## src/svps_pkg.sv

```systemverilog
`default_nettype none
package svps_pkg;
    localparam int unsigned VOICES_DEF    = 8;
    localparam int unsigned FRAC_BITS_DEF = 12;
    localparam logic [31:0] ENV_FULL      = 32'hFFFF_FFFF;
    localparam logic [31:0] RELEASE_RESET = 32'd298262;

    typedef enum logic [1:0] {
        CMD_NOTE_ON  = 2'd0,
        CMD_NOTE_OFF = 2'd1,
        CMD_TICK     = 2'd2,
        CMD_BAD      = 2'd3
    } t_cmd;

    typedef enum logic [2:0] {
        KIND_ASSIGN  = 3'd0,
        KIND_IGNORE  = 3'd1,
        KIND_RELEASE = 3'd2,
        KIND_FRAME   = 3'd3,
        KIND_IDLE    = 3'd4
    } t_kind;

    typedef enum logic [1:0] {
        MODE_FREE = 2'd0,
        MODE_HELD = 2'd1,
        MODE_REL  = 2'd2
    } t_mode;

    typedef enum logic [2:0] {
        ST_IDLE,
        ST_PICK,
        ST_SCAN,
        ST_DIV,
        ST_EMIT,
        ST_DONE
    } t_state;

    typedef struct packed {
        logic [1:0]  command;
        logic [3:0]  channel;
        logic [6:0]  note;
        logic [6:0]  velocity;
        logic [19:0] phase_step;
        logic [19:0] loop_start_frame;
        logic [19:0] loop_end_frame;
        logic [19:0] length_frames;
        logic [31:0] decay_step;
    } t_in_item;

    typedef struct packed {
        logic [2:0]  kind;
        logic [2:0]  slot;
        logic [3:0]  count;
        logic [19:0] sample_index;
        logic [11:0] fraction;
        logic [15:0] gain;
        logic        at_seam;
        logic        looped;
        logic        wrapped;
        logic        freed;
        logic        last;
    } t_out_item;
endpackage
`default_nettype wire

```

## src/svps_if.sv

```systemverilog
`default_nettype none
interface svps_in_if;
    import svps_pkg::*;
    logic     valid;
    logic     ready;
    t_in_item data;
    modport source (output valid, output data, input ready);
    modport sink   (input valid, input data, output ready);
endinterface

interface svps_out_if;
    import svps_pkg::*;
    logic      valid;
    logic      ready;
    t_out_item data;
    modport source (output valid, output data, input ready);
    modport sink   (input valid, input data, output ready);
endinterface
`default_nettype wire

```

## src/svps_front.sv

```systemverilog
`default_nettype none
// Two-entry command queue between the port and the voice engine.
module svps_front (
    input  wire logic            i_clk,
    input  wire logic            i_rst_n,
    svps_in_if.sink              i_in,
    output svps_pkg::t_in_item   o_item,
    output logic                 o_valid,
    input  wire logic            i_take
);
    import svps_pkg::*;
    t_in_item   r_q [2];
    logic       r_wp, r_rp;
    logic [1:0] r_cnt;
    logic       push, pop;

    // nothing is accepted while reset is held
    assign i_in.ready = i_rst_n && (r_cnt != 2'd2);
    assign push       = i_in.valid && i_in.ready;
    assign pop        = i_take && o_valid;
    assign o_valid    = (r_cnt != 2'd0);
    assign o_item     = r_q[r_rp];

    always_ff @(posedge i_clk) begin
        if (push) begin
            r_q[r_wp] <= i_in.data;
        end
        if (!i_rst_n) begin
            r_wp  <= 1'b0;
            r_rp  <= 1'b0;
            r_cnt <= 2'd0;
        end else begin
            if (push) r_wp <= ~r_wp;
            if (pop)  r_rp <= ~r_rp;
            r_cnt <= r_cnt + {1'b0, push} - {1'b0, pop};
        end
    end

    a_cnt_range: assert property (@(posedge i_clk) disable iff (!i_rst_n) r_cnt <= 2'd2)
        else $error("queue count overflow");
    a_no_push_full: assert property (@(posedge i_clk) disable iff (!i_rst_n)
        (r_cnt == 2'd2) |-> !push) else $error("push into full queue");
    a_pop_nonempty: assert property (@(posedge i_clk) disable iff (!i_rst_n)
        pop |-> (r_cnt != 2'd0)) else $error("pop from empty queue");
endmodule
`default_nettype wire

```

## src/svps_divu.sv

```systemverilog
`default_nettype none
// Restoring remainder unit, one bit per cycle (33-bit dividend, 32-bit divisor).
module svps_divu (
    input  wire logic        i_clk,
    input  wire logic        i_rst_n,
    input  wire logic        i_start,
    input  wire logic [32:0] i_num,
    input  wire logic [31:0] i_den,
    output logic             o_done,
    output logic [31:0]      o_rem
);
    logic [32:0] r_num;
    logic [32:0] r_rem;
    logic [31:0] r_den;
    logic [5:0]  r_cnt;
    logic        r_busy;
    logic [33:0] trial;

    assign trial  = {r_rem, r_num[32]} - {2'b0, r_den};
    assign o_rem  = r_rem[31:0];

    always_ff @(posedge i_clk) begin
        if (!i_rst_n) begin
            r_busy <= 1'b0;
            o_done <= 1'b0;
            r_cnt  <= '0;
        end else begin
            o_done <= 1'b0;
            if (i_start) begin
                r_busy <= 1'b1;
                r_num  <= i_num;
                r_den  <= i_den;
                r_rem  <= '0;
                r_cnt  <= 6'd33;
            end else if (r_busy) begin
                r_num <= {r_num[31:0], 1'b0};
                if (!trial[33]) r_rem <= trial[32:0];
                else            r_rem <= {r_rem[31:0], r_num[32]};
                r_cnt <= r_cnt - 6'd1;
                if (r_cnt == 6'd1) begin
                    r_busy <= 1'b0;
                    o_done <= 1'b1;
                end
            end
        end
    end
endmodule
`default_nettype wire

```

## src/svps_back.sv

```systemverilog
`default_nettype none
// Voice engine: one voice per scan step, divider for loop wrap.
module svps_back #(
    parameter int unsigned VOICES    = svps_pkg::VOICES_DEF,
    parameter int unsigned FRAC_BITS = svps_pkg::FRAC_BITS_DEF
) (
    input  wire logic            i_clk,
    input  wire logic            i_rst_n,
    input  wire logic [31:0]     i_release_step,
    input  svps_pkg::t_in_item   i_item,
    input  wire logic            i_valid,
    output logic                 o_take,
    svps_out_if.source           o_out
);
    import svps_pkg::*;
    localparam int VW = $clog2(VOICES);
    localparam int CW = $clog2(VOICES + 1);

    t_mode       r_mode  [VOICES];
    logic [3:0]  r_ch    [VOICES];
    logic [6:0]  r_note  [VOICES];
    logic [31:0] r_phase [VOICES];
    logic [19:0] r_step  [VOICES];
    logic [31:0] r_ls    [VOICES];
    logic [31:0] r_le    [VOICES];
    logic [31:0] r_len   [VOICES];
    logic [31:0] r_env   [VOICES];
    logic [31:0] r_dec   [VOICES];
    logic [31:0] r_rel   [VOICES];
    logic [31:0] r_age   [VOICES];
    logic [31:0] r_age_ctr;

    t_state      r_st, n_st;
    t_in_item    r_cur;
    logic [VW:0] r_i;
    logic [VW-1:0] r_best;
    logic [1:0]  r_pri;
    logic [CW-1:0] r_cnt;
    logic        r_any;
    t_out_item   r_res;
    logic        r_ovalid;
    logic        r_dstart;

    logic [VW-1:0] vi;
    logic [32:0]   np;
    logic          looped;
    logic [31:0]   rate;
    logic [31:0]   rel_eff;
    logic          d_done;
    logic [31:0]   d_rem;
    logic          last_voice;
    logic          more_active;
    logic          is_assign;
    t_out_item     done_res;

    assign vi         = r_i[VW-1:0];
    assign np         = {1'b0, r_phase[vi]} + {13'b0, r_step[vi]};
    assign looped     = r_le[vi] > r_ls[vi];
    assign rel_eff    = (i_release_step == 32'd0) ? 32'd1 : i_release_step;
    assign rate       = (r_mode[vi] == MODE_REL) ? r_rel[vi] : r_dec[vi];
    assign last_voice = (r_i == (VW+1)'(VOICES - 1));
    assign is_assign  = (r_cur.command == CMD_NOTE_ON) && (r_cur.velocity != 7'd0);

    assign o_out.valid = r_ovalid;
    assign o_out.data  = r_res;
    assign o_take      = (r_st == ST_IDLE) && i_valid && !r_ovalid;

    // any active voice above the one being scanned: if none, this frame is the last
    always_comb begin
        more_active = 1'b0;
        for (int k = 0; k < VOICES; k++) begin
            if (k > int'(vi) && r_mode[k] != MODE_FREE) more_active = 1'b1;
        end
    end

    // single closing result of a transaction
    always_comb begin
        done_res      = '0;
        done_res.last = 1'b1;
        if (is_assign) begin
            done_res.kind  = KIND_ASSIGN;
            done_res.slot  = 3'(r_best);
            done_res.count = 4'(r_cnt);
        end else if (r_cur.command == CMD_NOTE_ON) begin
            done_res.kind  = KIND_IGNORE;
        end else if (r_cur.command == CMD_NOTE_OFF) begin
            done_res.kind  = KIND_RELEASE;
            done_res.count = 4'(r_cnt);
        end else begin
            done_res.kind  = KIND_IDLE;
        end
    end

    svps_divu u_div (
        .i_clk   (i_clk),
        .i_rst_n (i_rst_n),
        .i_start (r_dstart),
        .i_num   (np - {1'b0, r_ls[vi]}),
        .i_den   (r_le[vi] - r_ls[vi]),
        .o_done  (d_done),
        .o_rem   (d_rem)
    );

    always_comb begin
        n_st = r_st;
        case (r_st)
            ST_IDLE: if (o_take) begin
                n_st = (i_item.command == CMD_NOTE_ON && i_item.velocity != 7'd0) ?
                       ST_PICK : ST_SCAN;
                if (i_item.command == CMD_BAD ||
                    (i_item.command == CMD_NOTE_ON && i_item.velocity == 7'd0))
                    n_st = ST_DONE;
            end
            ST_PICK: if (last_voice) n_st = ST_DONE;
            ST_SCAN: if (!r_ovalid || o_out.ready) begin
                if (r_cur.command == CMD_TICK && r_mode[vi] != MODE_FREE &&
                    looped && np >= {1'b0, r_le[vi]})
                    n_st = ST_DIV;
                else if (last_voice) n_st = ST_DONE;
            end
            ST_DIV:  if (d_done) n_st = last_voice ? ST_DONE : ST_SCAN;
            ST_DONE: if (!r_ovalid || o_out.ready) n_st = ST_IDLE;
            default: n_st = ST_IDLE;
        endcase
    end

    always_ff @(posedge i_clk) begin
        r_dstart <= 1'b0;
        if (o_out.valid && o_out.ready) r_ovalid <= 1'b0;
        case (r_st)
            ST_IDLE: if (o_take) begin
                r_cur  <= i_item;
                r_i    <= '0;
                r_best <= '0;
                r_pri  <= 2'd3;
                r_cnt  <= '0;
                r_any  <= 1'b0;
            end
            ST_PICK: begin
                if (r_mode[vi] != MODE_FREE) r_cnt <= r_cnt + CW'(1);
                if (r_mode[vi] == MODE_FREE && r_pri != 2'd0) begin
                    r_best <= vi; r_pri <= 2'd0;
                end else if (r_mode[vi] == MODE_REL && r_pri > 2'd1) begin
                    r_best <= vi; r_pri <= 2'd1;
                end else if (r_mode[vi] == MODE_HELD && (r_pri == 2'd3 ||
                             (r_pri == 2'd2 && r_age[vi] < r_age[r_best]))) begin
                    r_best <= vi; r_pri <= 2'd2;
                end
                r_i <= r_i + 1'b1;
            end
            ST_SCAN: if (!r_ovalid || o_out.ready) begin
                if (r_cur.command == CMD_NOTE_OFF) begin
                    if (r_mode[vi] == MODE_HELD && r_note[vi] == r_cur.note &&
                        r_ch[vi] == r_cur.channel) begin
                        r_mode[vi] <= MODE_REL;
                        r_rel[vi]  <= rel_eff;
                        r_cnt      <= r_cnt + CW'(1);
                    end
                    r_i <= r_i + 1'b1;
                end else if (r_mode[vi] != MODE_FREE) begin
                    if (looped && np >= {1'b0, r_le[vi]}) begin
                        r_dstart <= 1'b1;
                    end else begin
                        r_any    <= 1'b1;
                        r_ovalid <= 1'b1;
                        r_res.kind         <= KIND_FRAME;
                        r_res.slot         <= 3'(vi);
                        r_res.count        <= '0;
                        r_res.sample_index <= 20'(r_phase[vi] >> FRAC_BITS);
                        r_res.fraction     <= 12'(r_phase[vi][FRAC_BITS-1:0]);
                        r_res.gain         <= r_env[vi][31:16];
                        r_res.at_seam      <= ({1'b0, r_phase[vi] >> FRAC_BITS} + 33'd1) >=
                            {1'b0, (looped ? r_le[vi] : r_len[vi]) >> FRAC_BITS};
                        r_res.looped       <= looped;
                        r_res.wrapped      <= 1'b0;
                        r_res.last         <= !more_active;
                        r_phase[vi] <= np[31:0];
                        if (!looped && np >= {1'b0, r_len[vi]}) begin
                            r_mode[vi]   <= MODE_FREE;
                            r_res.freed  <= 1'b1;
                        end else if (rate >= r_env[vi]) begin
                            r_env[vi]    <= '0;
                            r_mode[vi]   <= MODE_FREE;
                            r_res.freed  <= 1'b1;
                        end else begin
                            r_env[vi]    <= r_env[vi] - rate;
                            r_res.freed  <= 1'b0;
                        end
                        r_i <= r_i + 1'b1;
                    end
                end else begin
                    r_i <= r_i + 1'b1;
                end
            end
            ST_DIV: if (d_done) begin
                r_any    <= 1'b1;
                r_ovalid <= 1'b1;
                r_res.kind         <= KIND_FRAME;
                r_res.slot         <= 3'(vi);
                r_res.count        <= '0;
                r_res.sample_index <= 20'(r_phase[vi] >> FRAC_BITS);
                r_res.fraction     <= 12'(r_phase[vi][FRAC_BITS-1:0]);
                r_res.gain         <= r_env[vi][31:16];
                r_res.at_seam      <= ({1'b0, r_phase[vi] >> FRAC_BITS} + 33'd1) >=
                                      {1'b0, r_le[vi] >> FRAC_BITS};
                r_res.looped       <= 1'b1;
                r_res.wrapped      <= 1'b1;
                r_res.last         <= !more_active;
                r_phase[vi] <= r_ls[vi] + d_rem;
                if (rate >= r_env[vi]) begin
                    r_env[vi]   <= '0;
                    r_mode[vi]  <= MODE_FREE;
                    r_res.freed <= 1'b1;
                end else begin
                    r_env[vi]   <= r_env[vi] - rate;
                    r_res.freed <= 1'b0;
                end
                r_i <= r_i + 1'b1;
            end
            ST_DONE: if (!r_ovalid || o_out.ready) begin
                // a tick with active voices already flagged its final frame
                if (!(r_cur.command == CMD_TICK && r_any)) begin
                    r_ovalid <= 1'b1;
                    r_res    <= done_res;
                end
                if (is_assign) begin
                    r_mode[r_best]  <= MODE_HELD;
                    r_ch[r_best]    <= r_cur.channel;
                    r_note[r_best]  <= r_cur.note;
                    r_phase[r_best] <= '0;
                    r_step[r_best]  <= r_cur.phase_step;
                    r_ls[r_best]    <= 32'({12'b0, r_cur.loop_start_frame} << FRAC_BITS);
                    r_le[r_best]    <= 32'({12'b0, r_cur.loop_end_frame} << FRAC_BITS);
                    r_len[r_best]   <= 32'({12'b0, r_cur.length_frames} << FRAC_BITS);
                    r_env[r_best]   <= ENV_FULL;
                    r_dec[r_best]   <= (r_cur.decay_step == 32'd0) ? 32'd1 : r_cur.decay_step;
                    r_rel[r_best]   <= '0;
                    r_age[r_best]   <= r_age_ctr + 32'd1;
                    r_age_ctr       <= r_age_ctr + 32'd1;
                end
            end
            default: ;
        endcase
        if (!i_rst_n) begin
            r_st      <= ST_IDLE;
            r_ovalid  <= 1'b0;
            r_age_ctr <= '0;
            r_dstart  <= 1'b0;
            r_cnt     <= '0;
            r_i       <= '0;
            for (int k = 0; k < VOICES; k++) begin
                r_mode[k] <= MODE_FREE;
                r_age[k]  <= '0;
            end
        end else begin
            r_st <= n_st;
        end
    end

    a_take_idle: assert property (@(posedge i_clk) disable iff (!i_rst_n)
        o_take |-> (r_st == ST_IDLE)) else $error("take outside idle");
    a_div_start: assert property (@(posedge i_clk) disable iff (!i_rst_n)
        r_dstart |=> (r_st == ST_DIV)) else $error("divider start without wait");
    a_cnt_max: assert property (@(posedge i_clk) disable iff (!i_rst_n)
        r_cnt <= CW'(VOICES)) else $error("count above pool size");
endmodule
`default_nettype wire

```

## src/sampler_voice_pool_sequencer_core.sv

```systemverilog
`default_nettype none
// Sampler voice pool: note on/off and frame ticks over an eight-voice pool.
// Note on: the pick step visits each voice in turn (one voice per cycle), then the
// result is emitted. Note off and tick scan every voice; a tick also waits on
// the bit-serial remainder unit at each loop wrap. Frames are held while the sink
// is not ready; the next transaction is not taken until the last result has left.
// Reset (sync, active low) frees all voices, clears ages, loads release step.
module sampler_voice_pool_sequencer_core #(
    parameter int unsigned VOICES    = svps_pkg::VOICES_DEF,
    parameter int unsigned FRAC_BITS = svps_pkg::FRAC_BITS_DEF
) (
    input  wire logic        i_clk,
    input  wire logic        i_rst_n,
    input  wire logic        i_cfg_we,
    input  wire logic [31:0] i_cfg_wdata,
    svps_in_if.sink          i_in,
    svps_out_if.source       o_out
);
    import svps_pkg::*;

    logic [31:0] r_release_step;
    t_in_item    q_item;
    logic        q_valid;
    logic        q_take;

    // configuration register
    always_ff @(posedge i_clk) begin
        if (!i_rst_n)      r_release_step <= RELEASE_RESET;
        else if (i_cfg_we) r_release_step <= i_cfg_wdata;
    end

    // front: command queue
    svps_front u_front (
        .i_clk   (i_clk),
        .i_rst_n (i_rst_n),
        .i_in    (i_in),
        .o_item  (q_item),
        .o_valid (q_valid),
        .i_take  (q_take)
    );

    // back: voice engine
    svps_back #(.VOICES(VOICES), .FRAC_BITS(FRAC_BITS)) u_back (
        .i_clk          (i_clk),
        .i_rst_n        (i_rst_n),
        .i_release_step (r_release_step),
        .i_item         (q_item),
        .i_valid        (q_valid),
        .o_take         (q_take),
        .o_out          (o_out)
    );
endmodule
`default_nettype wire

```

## src/flat_wrapper.sv

```systemverilog
// flat-port wrapper written by rule: the top's interface ports become plain ports
module sampler_voice_pool_sequencer_core_flat import svps_pkg::*;
#(
    parameter int unsigned VOICES    = svps_pkg::VOICES_DEF,
    parameter int unsigned FRAC_BITS = svps_pkg::FRAC_BITS_DEF
)
  (i_clk, i_rst_n, i_cfg_we, i_cfg_wdata, i_in_valid, i_in_data, i_in_ready, o_out_valid, o_out_data, o_out_ready);
  svps_in_if i_in_i ();
  svps_out_if o_out_i ();
  input  wire logic i_clk;
  input  wire logic i_rst_n;
  input  wire logic i_cfg_we;
  input  wire logic [31:0] i_cfg_wdata;
  input wire logic [$bits(i_in_i.valid)-1:0] i_in_valid;
  input wire logic [$bits(i_in_i.data)-1:0] i_in_data;
  output wire logic [$bits(i_in_i.ready)-1:0] i_in_ready;
  output wire logic [$bits(o_out_i.valid)-1:0] o_out_valid;
  output wire logic [$bits(o_out_i.data)-1:0] o_out_data;
  input wire logic [$bits(o_out_i.ready)-1:0] o_out_ready;
  assign i_in_i.valid = i_in_valid;
  assign i_in_i.data = i_in_data;
  assign i_in_ready = i_in_i.ready;
  assign o_out_valid = o_out_i.valid;
  assign o_out_data = o_out_i.data;
  assign o_out_i.ready = o_out_ready;
  sampler_voice_pool_sequencer_core #(.VOICES(VOICES), .FRAC_BITS(FRAC_BITS)) u_core (.i_clk(i_clk), .i_rst_n(i_rst_n), .i_cfg_we(i_cfg_we), .i_cfg_wdata(i_cfg_wdata), .i_in(i_in_i), .o_out(o_out_i));
endmodule
```

## config.mk

```make
export PLATFORM = sky130hd
export DESIGN_NAME = sampler_voice_pool_sequencer_core_flat
export DESIGN_NICKNAME = d
export VERILOG_FILES = /design/src/svps_pkg.sv /design/src/svps_if.sv /design/src/svps_front.sv /design/src/svps_divu.sv /design/src/svps_back.sv /design/src/sampler_voice_pool_sequencer_core.sv /design/src/flat_wrapper.sv
export SDC_FILE = /design/constraint.sdc
export NUM_CORES = 2
export LEC_CHECK = 0
export BUFFER_PORTS_ARGS = -buffer_cell sky130_fd_sc_hd__buf_2
export CORE_UTILIZATION = 35
export CTS_CLUSTER_DIAMETER = 150
export DETAILED_ROUTE_END_ITERATION = 7
export GPL_ROUTABILITY_DRIVEN = 1
export PLACE_DENSITY = 0.6
export SYNTH_ARGS = -nofsm -noshare
export SYNTH_HDL_FRONTEND = slang
export SYNTH_SLANG_ARGS = --single-unit
```

## constraint.sdc

```tcl
create_clock -name i_clk -period 11.7 [get_ports i_clk]
set_input_delay 2.34 -clock i_clk [delete_from_list [all_inputs] [get_ports i_clk]]
set_output_delay 2.34 -clock i_clk [all_outputs]
set_load 0.05 [all_outputs]
```

==> run metrics <==
total track usage 17.4%; Detailed Place HPWL 185000 µm; Port Buffers 233; max-cap violations 0; routability cong. 0.902; cells taking the most area after synthesis edfxtp_1, mux4_2, dfxtp_1; Die X 573 µm; CTS Buffer Depth 4; clk_lat worst skew 0.88 ns; nets 7486; period utilization 81.8%; post_cts resized 0; gate count after technology mapping 6782; GRT overflow 0; Antenna Violating Nets Remaining 0; Netlist Area Pre-Place 0.114 mm²; r2r endpoint u_core.u_back.r_env[5][22]; RSZ-0062 raised after global routing no; Power Density 213 mW/mm²; placeable core area 0.324 mm²; CP Class register to register; Worst EP arrival 10.13 ns; CTS Buf Count 282; EDFF count, synth 2303; post-synth cell types 90; area share of the largest cell type after synthesis 60.6%; I/O pin cnt 234; endpoint type of the worst setup path register; worst hold path depth 2; vias in the first global route 62918; synthesized area per cell 16.8 µm²; failing checks design-rule violations; TritonCTS clock tree built; row count 209; synth warn 0; R2R depth 24; XOR/XNOR Fraction of Synth Area 1.56%; Worst Clk Skew 0.0729 ns; peak fanout along the critical path 41; first-pass GRT wire length 427000 µm; Worst Hold Class register to register; clock root cell clkbuf_16; share of layout cells above drive strength 1 23.5%; dpl cells 11098; post-synthesis compound-gate area fraction 5.73%; post-synthesis sequential area ratio 67.0%; required time worst endpoint 12.26 ns; Area Growth Syn to Fin 13.6%; min cycle time layout 9.57 ns; R2R setup slack 2.13 ns; Synth area leader edfxtp_1; Worst Max-Slew Pin Slew 1.25 ns; CTS sink count 2671; Simple-Gate Fraction of Synth Area 4.86%; Slew Limit Fails 0; mux share of post-synthesis cell area 16.1%; Hold Buf Count CTS 0; largest family of logic cells by synthesized area multiplexers; via count 61883; Starting DRT DRC Count 5465; DR WL/cell 25.1 µm; Startpoint Class register; drt total wl 292000 µm; status finished with violations; die footprint 0.328 mm²; setup TNS 0 ns; Main synth FF type edfxtp_1; Synth Area in Adders 2.89%; H-tree levels 5; Syn Nets 7211; leak pwr 44.4 nW; asr flop ratio synth 0%; max_slew headroom 16.6%; clock-pin transition on the worst setup and hold timing paths 0.06 ns; VDD IR-drop max 0.000165 V; drt drc 36; Vias per Instance 5.33; Final setup viols 0; Fin. Hold Viols 0; Yosys reg bits 2671; CP Capture Point u_core.u_back.r_env[5][22]; Initial Util 35.2%; pin count of the biggest net entering global routing 129; die height 573 µm; final std cells w/o fill 11608; initial antenna violation count 25; Peak Freq 105 MHz; 1st-pass router iterations 8; postcts setup bufs 0
==> critical path, cell delays in order, from the launching register on <==
cell	delay, ns
dfxtp_4	0.89
buf_4	0.50
mux4_2	0.54
mux2_2	0.32
ha_1	0.45
o21ai_0	0.20
o21a_1	0.24
o311ai_1	0.82
a211o_1	0.27
o21ai_1	0.19
nor3_1	0.47
nand2_1	0.13
xor2_1	0.42
ha_1	0.33
a21o_1	0.17
a21o_1	0.17
a21oi_1	0.15
o21ai_0	0.11
a21o_1	0.18
a31oi_1	0.24
nand2_1	0.09
a21oi_1	0.71
nor2_2	0.42
nor2_4	0.89
buf_4	0.35
==> stage by stage <==
step	hold slack (ns)	cell area, µm²	setup WS, ns	power (mW)	util, %
2_1_floorplan	0.431	114000	1.15	16.7	-
3_3_place_gp	0.452	121000	1.87	18.9	37.2
3_5_place_dp	0.460	121000	1.98	19.0	37.2
4_1_cts	0.479	130000	1.99	27.9	40.0
5_1_grt	0.511	130000	1.49	28.8	40.0
6_report	0.482	130000	2.13	27.6	40.0
==> registers in the layout (all words and copies together), names as in the netlist, 32 cells and up, named ones only <==
register / cells
u_core.u_back.r_note: 56
u_core.u_back.u_div.r_num: 33
u_core.u_back.r_age_ctr: 32
u_core.u_back.r_len: 160
u_core.u_back.r_ls: 160
u_core.u_back.r_ch: 32
u_core.u_back.r_env: 256
u_core.u_back.r_phase: 256
u_core.u_back.r_dec: 256
u_core.r_release_step: 32
u_core.u_back.r_cur: 132
u_core.u_back.u_div.r_rem: 33
u_core.u_back.r_rel: 256
u_core.u_back.r_step: 160
u_core.u_front.r_q: 264
u_core.u_back.o_out.data: 63
u_core.u_back.r_age: 256
u_core.u_back.r_le: 160
==> cells in the mapped netlist, drive strengths merged, types with 20 or more instances <==
cell	number
edfxtp	2303
mux4	581
nand2	440
dfxtp	368
mux2	294
ha	254
clkbuf	242
nor2	232
o211a	230
o21ai	202
mux2i	189
a21oi	175
inv	153
buf	124
xnor2	124
and2	104
nor2b	79
xor2	79
a21o	65
nand3	55
nor3	50
nand4	40
nand2b	32
o21a	31
nor4	30
and3	29
or3	26
a211oi	23
a21boi	20
==> routing by layer <==
layer	vias to the layer above	track usage (%)	wire (µm)
met4	6	4.63	6980
met5	-	0	38
li1	27345	-	-
met2	1822	28.5	139000
met3	376	2.91	17400
met1	32334	24.0	128000
==> area by class of cell <==
cell class | count | area (µm²)
Sequential cell | 2671 | 76500
Antenna cell | 11 | 27.5
Multi-Input combinational cell | 3592 | 35900
Clock inverter | 144 | 1470
Clock buffer | 355 | 7610
Tap cell | 4325 | 5410
Fill cell | 29180 | 195000
Timing Repair Buffer | 357 | 2190
Inverter | 153 | 574
==> cell usage in the layout (no fill, tap or decap), types with 103 or more instances in the layout <==
cell type	synthesis	layout
dfxtp_1	368	360
ha_1	254	254
and2_1	104	103
edfxtp_1	2303	2303
clkbuf_16	0	289
buf_4	7	117
a21oi_1	175	175
inv_1	152	152
nand2_1	440	438
xnor2_1	124	124
mux4_2	564	564
o21ai_0	195	195
nor2_1	232	203
buf_2	33	232
mux2_2	294	294
o211a_1	230	230
mux2i_1	186	186
==> kinds of logic after synthesis <==
| logic type | after synthesis |
|---|---|
| DFF | 2671 |
| and+or+nand+nor | 1159 |
| muxes | 1064 |
| AOI/OAI and AO/OA | 906 |
| buffers and inverters | 519 |
| adders and majority gates | 260 |
| xor gates and xnor gates | 203 |
==> power by group <==
group	switching (mW)	total, mW	internal (mW)
sequential	0.660	12.2	11.5
combinational	4.12	6.60	2.49
clock	3.69	8.86	5.17
total	8.47	27.6	19.2
==> worst min path at each step <==
stage,start,end,slack [ns]
after floorplan,u_core.u_back.r_mode[0][0],u_core.u_back.r_mode[0][0],0.43
after CTS,u_core.u_back.r_mode[0][1],u_core.u_back.r_mode[0][1],0.48
after global routing,u_core.u_back.r_mode[0][0],u_core.u_back.r_mode[0][0],0.51
after detailed placement,u_core.u_back.r_mode[0][0],u_core.u_back.r_mode[0][0],0.46
after global placement,u_core.u_back.r_mode[0][0],u_core.u_back.r_mode[0][0],0.45
final,u_core.u_back.r_mode[0][1],u_core.u_back.r_mode[0][1],0.48
(Power assumes the default switching activity.)
